### src/design/incp_pkg.sv
// Package for the incremental PID servo block: register map, widths,
// reset values and the configuration struct. No dependencies.
`default_nettype none

package incp_pkg;

    localparam int GAIN_WIDTH             = 24;
    localparam int LIMIT_WIDTH            = 16;
    localparam int DRIVE_WIDTH            = 16;
    localparam int CFG_INDEX_WIDTH        = 3;
    localparam int CFG_DATA_WIDTH         = GAIN_WIDTH;
    localparam int DEFAULT_POSITION_WIDTH = 16;
    localparam int DEFAULT_FRACTION_BITS  = 16;

    localparam logic signed [GAIN_WIDTH-1:0] RESET_GAIN_P = 24'sd16384;
    localparam logic signed [GAIN_WIDTH-1:0] RESET_GAIN_I = 24'sd393;
    localparam logic signed [GAIN_WIDTH-1:0] RESET_GAIN_D = -24'sd66;
    localparam logic signed [GAIN_WIDTH-1:0] RESET_BIAS   = 24'sd0;
    localparam logic [LIMIT_WIDTH-1:0]       RESET_UPPER  = 16'd1000;
    localparam logic [LIMIT_WIDTH-1:0]       RESET_LOWER  = 16'd600;
    localparam logic [LIMIT_WIDTH-1:0]       RESET_START  = 16'd750;

    typedef enum logic [CFG_INDEX_WIDTH-1:0] {
        CFG_GAIN_P        = 3'd0,
        CFG_GAIN_I        = 3'd1,
        CFG_GAIN_D        = 3'd2,
        CFG_BIAS_PER_STEP = 3'd3,
        CFG_UPPER_LIMIT   = 3'd4,
        CFG_LOWER_LIMIT   = 3'd5,
        CFG_START_OUTPUT  = 3'd6
    } cfg_index_t;

    typedef struct packed {
        logic signed [GAIN_WIDTH-1:0] gain_p;
        logic signed [GAIN_WIDTH-1:0] gain_i;
        logic signed [GAIN_WIDTH-1:0] gain_d;
        logic signed [GAIN_WIDTH-1:0] bias_per_step;
        logic [LIMIT_WIDTH-1:0]       upper_limit;
        logic [LIMIT_WIDTH-1:0]       lower_limit;
        logic [LIMIT_WIDTH-1:0]       start_output;
        logic                         reload;
    } cfg_t;

endpackage

`default_nettype wire

### src/design/incp_if.sv
// Stream interfaces of the incremental PID servo block: position samples in,
// drive values out. Depends on incp_pkg for default widths.
`default_nettype none

interface incp_in_if #(
    parameter int POSITION_WIDTH = incp_pkg::DEFAULT_POSITION_WIDTH
) ();
    logic                             valid;
    logic                             ready;
    logic signed [POSITION_WIDTH-1:0] measured_position;
    logic signed [POSITION_WIDTH-1:0] target_position;

    modport source (output valid, output measured_position, output target_position,
                    input ready);
    modport sink   (input valid, input measured_position, input target_position,
                    output ready);
endinterface

interface incp_out_if ();
    logic                                 valid;
    logic                                 ready;
    logic [incp_pkg::DRIVE_WIDTH-1:0]     drive_value;

    modport source (output valid, output drive_value, input ready);
    modport sink   (input valid, input drive_value, output ready);
endinterface

`default_nettype wire

### src/design/incp_cfg_regs.sv
// Configuration register file of the incremental PID servo block.
// Depends on incp_pkg for the register map and cfg_t.
`default_nettype none

module incp_cfg_regs (
    input  wire logic                                 clk,
    input  wire logic                                 rst_n,
    input  wire logic                                 cfg_we,
    input  wire incp_pkg::cfg_index_t                 cfg_index,
    input  wire logic [incp_pkg::CFG_DATA_WIDTH-1:0]  cfg_data,
    output incp_pkg::cfg_t                            cfg
);
    import incp_pkg::*;

    cfg_t cfg_reg;

    always_ff @(posedge clk or negedge rst_n)
    begin
        if (!rst_n)
        begin
            cfg_reg.gain_p        <= RESET_GAIN_P;
            cfg_reg.gain_i        <= RESET_GAIN_I;
            cfg_reg.gain_d        <= RESET_GAIN_D;
            cfg_reg.bias_per_step <= RESET_BIAS;
            cfg_reg.upper_limit   <= RESET_UPPER;
            cfg_reg.lower_limit   <= RESET_LOWER;
            cfg_reg.start_output  <= RESET_START;
            cfg_reg.reload        <= 1'b0;
        end
        else
        begin
            cfg_reg.reload <= 1'b0;
            if (cfg_we)
            begin
                unique case (cfg_index)
                    CFG_GAIN_P:        cfg_reg.gain_p        <= $signed(cfg_data);
                    CFG_GAIN_I:        cfg_reg.gain_i        <= $signed(cfg_data);
                    CFG_GAIN_D:        cfg_reg.gain_d        <= $signed(cfg_data);
                    CFG_BIAS_PER_STEP: cfg_reg.bias_per_step <= $signed(cfg_data);
                    CFG_UPPER_LIMIT:   cfg_reg.upper_limit   <= cfg_data[LIMIT_WIDTH-1:0];
                    CFG_LOWER_LIMIT:   cfg_reg.lower_limit   <= cfg_data[LIMIT_WIDTH-1:0];
                    CFG_START_OUTPUT:
                    begin
                        cfg_reg.start_output <= cfg_data[LIMIT_WIDTH-1:0];
                        cfg_reg.reload       <= 1'b1;
                    end
                    default:           cfg_reg.reload        <= 1'b0;
                endcase
            end
        end
    end

    assign cfg = cfg_reg;

endmodule

`default_nettype wire

### src/design/incp_product_stage.sv
// Input register, error forming and gain products of the incremental PID
// servo block. Depends on incp_pkg and incp_in_if.
`default_nettype none

module incp_product_stage #(
    parameter int POSITION_WIDTH = incp_pkg::DEFAULT_POSITION_WIDTH,
    localparam int ERR_WIDTH  = POSITION_WIDTH + 1,
    localparam int DIFF_WIDTH = POSITION_WIDTH + 2,
    localparam int PD_WIDTH   = incp_pkg::GAIN_WIDTH + 1 + DIFF_WIDTH,
    localparam int PI_WIDTH   = incp_pkg::GAIN_WIDTH + ERR_WIDTH
) (
    input  wire logic                       clk,
    input  wire logic                       rst_n,
    incp_in_if.sink                         position,
    input  wire incp_pkg::cfg_t             cfg,
    output logic                            prod_valid,
    input  wire logic                       prod_ready,
    output logic signed [PD_WIDTH-1:0]      prod_d,
    output logic signed [PI_WIDTH-1:0]      prod_i
);
    import incp_pkg::*;

    localparam int GPD_WIDTH = GAIN_WIDTH + 1;

    logic                             s1_valid_reg;
    logic signed [POSITION_WIDTH-1:0] meas_reg;
    logic signed [POSITION_WIDTH-1:0] targ_reg;
    logic signed [ERR_WIDTH-1:0]      prev_error_reg;
    logic                             prod_valid_reg;
    logic signed [PD_WIDTH-1:0]       prod_d_reg;
    logic signed [PI_WIDTH-1:0]       prod_i_reg;

    logic                             s2_ready;
    logic                             s1_fire;
    logic signed [ERR_WIDTH-1:0]      error_next;
    logic signed [DIFF_WIDTH-1:0]     diff;
    logic signed [GPD_WIDTH-1:0]      gain_pd;

    assign s2_ready       = !prod_valid_reg || prod_ready;
    assign s1_fire        = s1_valid_reg && s2_ready;
    assign position.ready = !s1_valid_reg || s2_ready;

    // kp*(e - p) + kd*(p - e) folds into (kp - kd)*(e - p)
    assign error_next = ERR_WIDTH'(targ_reg) - ERR_WIDTH'(meas_reg);
    assign diff       = DIFF_WIDTH'(error_next) - DIFF_WIDTH'(prev_error_reg);
    assign gain_pd    = GPD_WIDTH'(cfg.gain_p) - GPD_WIDTH'(cfg.gain_d);

    always_ff @(posedge clk or negedge rst_n)
    begin
        if (!rst_n)
        begin
            s1_valid_reg   <= 1'b0;
            prod_valid_reg <= 1'b0;
            prev_error_reg <= '0;
        end
        else
        begin
            if (position.ready)
            begin
                s1_valid_reg <= position.valid;
            end
            if (s2_ready)
            begin
                prod_valid_reg <= s1_valid_reg;
            end
            if (s1_fire)
            begin
                prev_error_reg <= error_next;
            end
        end
    end

    always_ff @(posedge clk)
    begin
        if (position.ready && position.valid)
        begin
            meas_reg <= position.measured_position;
            targ_reg <= position.target_position;
        end
        if (s1_fire)
        begin
            prod_d_reg <= PD_WIDTH'(gain_pd) * PD_WIDTH'(diff);
            prod_i_reg <= PI_WIDTH'(cfg.gain_i) * PI_WIDTH'(error_next);
        end
    end

    assign prod_valid = prod_valid_reg;
    assign prod_d     = prod_d_reg;
    assign prod_i     = prod_i_reg;

endmodule

`default_nettype wire

### src/design/incp_accum_stage.sv
// Output accumulator, clamp and result register of the incremental PID
// servo block. Depends on incp_pkg and incp_out_if.
`default_nettype none

module incp_accum_stage #(
    parameter int POSITION_WIDTH = incp_pkg::DEFAULT_POSITION_WIDTH,
    parameter int FRACTION_BITS  = incp_pkg::DEFAULT_FRACTION_BITS,
    localparam int PD_WIDTH = incp_pkg::GAIN_WIDTH + 1 + POSITION_WIDTH + 2,
    localparam int PI_WIDTH = incp_pkg::GAIN_WIDTH + POSITION_WIDTH + 1
) (
    input  wire logic                       clk,
    input  wire logic                       rst_n,
    input  wire incp_pkg::cfg_t             cfg,
    input  wire logic                       prod_valid,
    output logic                            prod_ready,
    input  wire logic signed [PD_WIDTH-1:0] prod_d,
    input  wire logic signed [PI_WIDTH-1:0] prod_i,
    incp_out_if.source                      drive
);
    import incp_pkg::*;

    localparam int ACC_WIDTH  = LIMIT_WIDTH + FRACTION_BITS;
    localparam int PROD_MAX   = (PD_WIDTH > PI_WIDTH) ? PD_WIDTH : PI_WIDTH;
    localparam int BASE_WIDTH = (PROD_MAX > ACC_WIDTH + 1) ? PROD_MAX : ACC_WIDTH + 1;
    localparam int SUM_WIDTH  = BASE_WIDTH + 3;

    logic [ACC_WIDTH-1:0]         acc_reg;
    logic                         out_valid_reg;
    logic [DRIVE_WIDTH-1:0]       drive_reg;

    logic                         fire;
    logic signed [SUM_WIDTH-1:0]  sum;
    logic signed [SUM_WIDTH-1:0]  lo_q;
    logic signed [SUM_WIDTH-1:0]  hi_q;
    logic [ACC_WIDTH-1:0]         acc_next;

    assign prod_ready = !out_valid_reg || drive.ready;
    assign fire       = prod_valid && prod_ready;

    assign sum = SUM_WIDTH'($signed({1'b0, acc_reg})) + SUM_WIDTH'(prod_d)
               + SUM_WIDTH'(prod_i) + SUM_WIDTH'(cfg.bias_per_step);
    assign lo_q = SUM_WIDTH'($signed({1'b0, cfg.lower_limit, {FRACTION_BITS{1'b0}}}));
    assign hi_q = SUM_WIDTH'($signed({1'b0, cfg.upper_limit, {FRACTION_BITS{1'b0}}}));

    always_comb
    begin
        priority if (sum < lo_q)
        begin
            acc_next = {cfg.lower_limit, {FRACTION_BITS{1'b0}}};
        end
        else if (sum > hi_q)
        begin
            acc_next = {cfg.upper_limit, {FRACTION_BITS{1'b0}}};
        end
        else
        begin
            acc_next = sum[ACC_WIDTH-1:0];
        end
    end

    always_ff @(posedge clk or negedge rst_n)
    begin
        if (!rst_n)
        begin
            acc_reg       <= {RESET_START, {FRACTION_BITS{1'b0}}};
            out_valid_reg <= 1'b0;
        end
        else
        begin
            priority if (cfg.reload)
            begin
                acc_reg <= {cfg.start_output, {FRACTION_BITS{1'b0}}};
            end
            else if (fire)
            begin
                acc_reg <= acc_next;
            end
            else
            begin
                acc_reg <= acc_reg;
            end
            if (prod_ready)
            begin
                out_valid_reg <= prod_valid;
            end
        end
    end

    always_ff @(posedge clk)
    begin
        if (fire)
        begin
            drive_reg <= acc_next[ACC_WIDTH-1:FRACTION_BITS];
        end
    end

    assign drive.valid       = out_valid_reg;
    assign drive.drive_value = drive_reg;

endmodule

`default_nettype wire

### src/design/incremental_pid_clamped_unit.sv
// Top level of the incremental PID servo block with clamped Q accumulator.
// Depends on incp_pkg, incp_if, incp_cfg_regs, incp_product_stage, incp_accum_stage.
//
//   port      role    word
//   position  sink    measured_position, target_position (signed)
//   drive     source  drive_value (unsigned, 16 bits)
//   cfg_*     write   cfg_we, cfg_index, cfg_data (no read-back)
//
// One word per cycle sustained while drive is ready; a sample passes the input
// register, the gain product register, then the accumulator and result register
// before its drive word is valid. The add and clamp close the loop combinationally.
// Reset loads the register defaults and the start output into the accumulator.
// A stalled drive word holds; each stage takes a new word whenever its
// successor is empty or moving, so the ready chain runs back to position.
`default_nettype none

module incremental_pid_clamped_unit #(
    parameter int POSITION_WIDTH = incp_pkg::DEFAULT_POSITION_WIDTH,
    parameter int FRACTION_BITS  = incp_pkg::DEFAULT_FRACTION_BITS
) (
    input  wire logic                                 clk,
    input  wire logic                                 rst_n,
    incp_in_if.sink                                   position,
    incp_out_if.source                                drive,
    input  wire logic                                 cfg_we,
    input  wire incp_pkg::cfg_index_t                 cfg_index,
    input  wire logic [incp_pkg::CFG_DATA_WIDTH-1:0]  cfg_data
);
    import incp_pkg::*;

    localparam int PD_WIDTH = GAIN_WIDTH + 1 + POSITION_WIDTH + 2;
    localparam int PI_WIDTH = GAIN_WIDTH + POSITION_WIDTH + 1;

    cfg_t                       cfg;
    logic                       prod_valid;
    logic                       prod_ready;
    logic signed [PD_WIDTH-1:0] prod_d;
    logic signed [PI_WIDTH-1:0] prod_i;

    incp_cfg_regs u_cfg_regs (
        .clk       (clk),
        .rst_n     (rst_n),
        .cfg_we    (cfg_we),
        .cfg_index (cfg_index),
        .cfg_data  (cfg_data),
        .cfg       (cfg)
    );

    incp_product_stage #(
        .POSITION_WIDTH (POSITION_WIDTH)
    ) u_product_stage (
        .clk        (clk),
        .rst_n      (rst_n),
        .position   (position),
        .cfg        (cfg),
        .prod_valid (prod_valid),
        .prod_ready (prod_ready),
        .prod_d     (prod_d),
        .prod_i     (prod_i)
    );

    incp_accum_stage #(
        .POSITION_WIDTH (POSITION_WIDTH),
        .FRACTION_BITS  (FRACTION_BITS)
    ) u_accum_stage (
        .clk        (clk),
        .rst_n      (rst_n),
        .cfg        (cfg),
        .prod_valid (prod_valid),
        .prod_ready (prod_ready),
        .prod_d     (prod_d),
        .prod_i     (prod_i),
        .drive      (drive)
    );

endmodule

`default_nettype wire
### src/flat_wrapper.sv
// flat-port wrapper written by rule: the top's interface ports become plain ports
module incremental_pid_clamped_unit_flat import incp_pkg::*;
#(
    parameter int POSITION_WIDTH = incp_pkg::DEFAULT_POSITION_WIDTH,
    parameter int FRACTION_BITS  = incp_pkg::DEFAULT_FRACTION_BITS
)
  (clk, rst_n, cfg_we, cfg_index, cfg_data, position_valid, position_measured_position, position_target_position, position_ready, drive_valid, drive_drive_value, drive_ready);
  incp_in_if #(.POSITION_WIDTH(POSITION_WIDTH)) position_i ();
  incp_out_if drive_i ();
  input  wire logic clk;
  input  wire logic rst_n;
  input  wire logic cfg_we;
  input  wire incp_pkg::cfg_index_t cfg_index;
  input  wire logic [incp_pkg::CFG_DATA_WIDTH-1:0] cfg_data;
  input wire logic [$bits(position_i.valid)-1:0] position_valid;
  input wire logic [$bits(position_i.measured_position)-1:0] position_measured_position;
  input wire logic [$bits(position_i.target_position)-1:0] position_target_position;
  output wire logic [$bits(position_i.ready)-1:0] position_ready;
  output wire logic [$bits(drive_i.valid)-1:0] drive_valid;
  output wire logic [$bits(drive_i.drive_value)-1:0] drive_drive_value;
  input wire logic [$bits(drive_i.ready)-1:0] drive_ready;
  assign position_i.valid = position_valid;
  assign position_i.measured_position = position_measured_position;
  assign position_i.target_position = position_target_position;
  assign position_ready = position_i.ready;
  assign drive_valid = drive_i.valid;
  assign drive_drive_value = drive_i.drive_value;
  assign drive_i.ready = drive_ready;
  incremental_pid_clamped_unit #(.POSITION_WIDTH(POSITION_WIDTH), .FRACTION_BITS(FRACTION_BITS)) u_core (.clk(clk), .rst_n(rst_n), .position(position_i), .drive(drive_i), .cfg_we(cfg_we), .cfg_index(cfg_index), .cfg_data(cfg_data));
endmodule
### config.mk
export PLATFORM = sky130hd
export DESIGN_NAME = incremental_pid_clamped_unit_flat
export DESIGN_NICKNAME = d
export VERILOG_FILES = /design/src/design/incp_pkg.sv /design/src/design/incp_if.sv /design/src/design/incp_cfg_regs.sv /design/src/design/incp_product_stage.sv /design/src/design/incp_accum_stage.sv /design/src/design/incremental_pid_clamped_unit.sv /design/src/flat_wrapper.sv
export SDC_FILE = /design/constraint.sdc
export NUM_CORES = 2
export LEC_CHECK = 0
export BUFFER_PORTS_ARGS = -buffer_cell sky130_fd_sc_hd__clkbuf_2
export CAP_MARGIN = 20
export CORE_ASPECT_RATIO = 1.5
export CORE_UTILIZATION = 45
export CTS_CLUSTER_DIAMETER = 150
export DETAILED_ROUTE_END_ITERATION = 12
export PLACE_DENSITY = 0.57
export SYNTH_ARGS = -nofsm -noshare
export SYNTH_HDL_FRONTEND = slang
export SYNTH_SLANG_ARGS = --single-unit
### constraint.sdc
create_clock -name clk -period 19.46 [get_ports clk]
set_input_delay 1.946 -clock clk [delete_from_list [all_inputs] [get_ports clk]]
set_output_delay 1.946 -clock clk [all_outputs]
set_load 0.05 [all_outputs]
==> results_dict.tcl <==
set metrics [dict create \
    drv_cap 0 \
    r2r_end "u_core.u_product_stage.prod_d[41]" \
    dp_hpwl_um 117000 \
    die_height_um 408 \
    drt-total-wl_um 147000 \
    place_inst 6454 \
    drive_above_1_share_pct 8.86 \
    worstHoldPathType "reg -> reg" \
    gp_congestion 0.952 \
    grt_use_met2_pct 50.0 \
    worst_path_most_repeated_cell "fa_1" \
    crit_required_ns 19.77 \
    ys_ff_latch 329 \
    run_status "finished clean" \
    cts_tree "built" \
    core-area_mm2 0.109 \
    dr_total_vias 35100 \
    min_from "u_core.u_cfg_regs.cfg[8]" \
    path_class "reg -> reg" \
    critical-path-slowest-cell "xor2_1" \
    reg2reg_slack_ns 7.94 \
    dr.pass1.iters 5 \
    grt-busiest-layer "met2" \
    grt_max_degree 88 \
    io_buffers 81 \
    syn-cell-area_mm2 0.0495 \
    cp_num_buf_inv 2 \
    syn_area_per_cell_um2 9.81 \
    rsz0062_at_grt "false" \
    grt_pass1_vias 38300 \
    via_per_inst 5.38 \
    setup_tns_ns 0 \
    syn2layout_area_growth_pct 7.41 \
    dieArea_mm2 0.111 \
    floorplan.initialDensity_pct 45.5 \
    worst_setup_path_end_kind "flop" \
    yosysTopAreaCell "fa_1" \
    grt_usage_pct 27.2 \
    synth_cell_types 88 \
    setup_violations 0 \
    slowest_delay_ns 0.77 \
    whs_path_depth 2 \
    final_cells 6526 \
    slew_violations 0 \
    largest_reg_flops 145 \
    arrival_ns 11.83 \
    grt_first_pass_wirelength_um 227000 \
    clock_latency_ns 0.59 \
    ys_async_sr_fraction_pct 59.9 \
    start_kind "flop" \
    dpl_cell_area_mm2 0.0518 \
    period_share_pct 59.2 \
    stdcell_area_mm2 0.0531 \
    synth.area.top_cells "fa_1 (37%), ha_1 (8.9%), edfxtp_1 (8.0%)" \
    postCtsSetupRepairBufs 0 \
    cts.path.max_buffers 3 \
    regToRegStartpoint "u_core.u_product_stage.meas_reg[0]" \
    num_io_pins 82 \
    cts.sinks 329 \
    ctsHoldBuffers 0 \
    min_to "u_core.u_cfg_regs.cfg[8]" \
    synthFlopType "dfrtp_1" \
    ff2ff_path_depth 39 \
    drcViolationCount 0 \
    clock-skew-final_ns 0.0285 \
    post_cts_resized 0 \
    antenna_found_initial 3 \
    cts-htree-levels 2 \
    clock.fmax_mhz 86.8 \
    synth_edf_count 132 \
    cts_made_buffers 39 \
    crit_family "adder cells" \
    rows 148 \
    yosysWarnings 0 \
    maxSlewHeadroom_pct 25.0 \
    gr-usage-met3_pct 2.71 \
    chipWidth_um 273 \
    synthCells 5041 \
    cts_root_buf "clkbuf_16" \
    yosysSeqAreaShare_pct 18.1 \
    met1_usage_pct 31.4 \
    drtIter0Drc 1855 \
    ant_nets 0 \
    fin_nets 6406 \
    fillers 10200 \
    antennaDiodeCount 0 \
    gr-total-overflow 0 \
    syn_nets 6376 \
    tightest_slew_ns 1.12 \
    period_needed_ns 11.52 \
    wl_per_cell_um 22.5 \
    fin_util_pct 48.9 \
    path_clk_slew_ns 0.06 \
    crit_fanout 26 \
    yosysTopAreaCellShare_pct 37.2 \
    final-hold-violation-count 0 \
]
## logic make-up (layout without fill, tap and decap cells)
| kind of cell | count (synthesis) | after routing | share of synthesized area [%] |
|---|---|---|---|
| DFF | 329 | 329 | 18.1 |
| muxes | 130 | 130 | 2.88 |
| buffers and inverters | 1128 | 1188 | 8.65 |
| and+or+nand+nor | 1422 | 1422 | 13.4 |
| adders and majority gates | 1271 | 1271 | 46.1 |
| xor gates and xnor gates | 180 | 180 | 3.19 |
| AOI/OAI and AO/OA | 581 | 581 | 7.64 |
## cells in the mapped netlist, types with 27 or more instances
| library cell | count |
|---|---|
| and2_1 | 170 |
| xnor2_1 | 130 |
| xor2_1 | 50 |
| nor3_1 | 35 |
| dfrtp_1 | 146 |
| dfstp_2 | 51 |
| ha_1 | 351 |
| clkbuf_1 | 160 |
| nor2_1 | 272 |
| nor2b_1 | 90 |
| o21ai_0 | 144 |
| nand2_1 | 638 |
| nand2b_1 | 65 |
| inv_1 | 947 |
| nand3_1 | 29 |
| edfxtp_1 | 132 |
| a21o_1 | 91 |
| mux2i_1 | 35 |
| mux2_2 | 93 |
| a21oi_1 | 136 |
| or2_2 | 27 |
| fa_1 | 920 |
## final cells by class
class                           instances  area, um^2  area share [%]
Clock buffer                           50        1050            1.97
Sequential cell                       329        8960            16.9
Clock inverter                         21         215           0.405
Multi-Input combinational cell       3584       36500            68.7
Timing Repair Buffer                  165        1050            1.98
Tap cell                             1425        1780            3.36
Inverter                              952        3580            6.73
## worst max-delay path by stage
| stage | cells past startpoint | from | to | slack, ns |
|---|---|---|---|---|
| after detailed placement | 39 | u_core.u_product_stage.meas_reg[0] | u_core.u_product_stage.prod_d[41] | 7.95 |
| final | 39 | u_core.u_product_stage.meas_reg[0] | u_core.u_product_stage.prod_d[41] | 7.94 |
| after CTS | 39 | u_core.u_product_stage.meas_reg[0] | u_core.u_product_stage.prod_d[41] | 7.90 |
| after floorplan | 43 | u_core.u_product_stage.meas_reg[0] | u_core.u_product_stage.prod_d[41] | 9.17 |
| after global placement | 46 | u_core.u_product_stage.meas_reg[1] | u_core.u_product_stage.prod_d[41] | 8.12 |
| after global routing | 44 | u_core.u_product_stage.meas_reg[1] | u_core.u_product_stage.prod_d[42] | 7.08 |
## worst min-delay path: stages, from the launching register on
cell and delay, ns:
dfstp_2 0.37, nand2_1 0.05, nand2_1 0.05
## routing by layer
layer / wire, um / part of all wire, %
met1: 55400 / 38
met2: 78400 / 53
met3: 5500 / 3.7
met4: 7570 / 5.2
met5: 45 / 0.031
## metrics by stage
step / setup WS, ns / hold WS, ns
global route: 7.08 / 0.476
detailed placement: 7.95 / 0.453
global placement: 8.12 / 0.446
finish: 7.94 / 0.461
floorplan: 9.17 / 0.439
CTS: 7.90 / 0.462
## cell usage in the layout, fill, tap and decap left out, types with 26 or more instances in the layout
| master | count |
|---|---|
| o21ai_0 | 144 |
| nand3_1 | 29 |
| clkbuf_2 | 80 |
| dfstp_2 | 51 |
| nor2_1 | 268 |
| ha_1 | 351 |
| o21bai_1 | 26 |
| or2_2 | 27 |
| nand2_1 | 638 |
| edfxtp_1 | 132 |
| xor2_1 | 41 |
| clkbuf_16 | 40 |
| buf_4 | 83 |
| nand2b_1 | 65 |
| mux2i_1 | 35 |
| inv_1 | 947 |
| a21o_1 | 91 |
| mux2_2 | 93 |
| a21oi_1 | 136 |
| fa_1 | 920 |
| nor3_1 | 32 |
| and2_1 | 170 |
| dfrtp_1 | 146 |
| nor2b_1 | 90 |
| xnor2_1 | 112 |
Power is not shown: default switching activity piles up to over one toggle a cycle in this logic, so the estimate is an artifact.
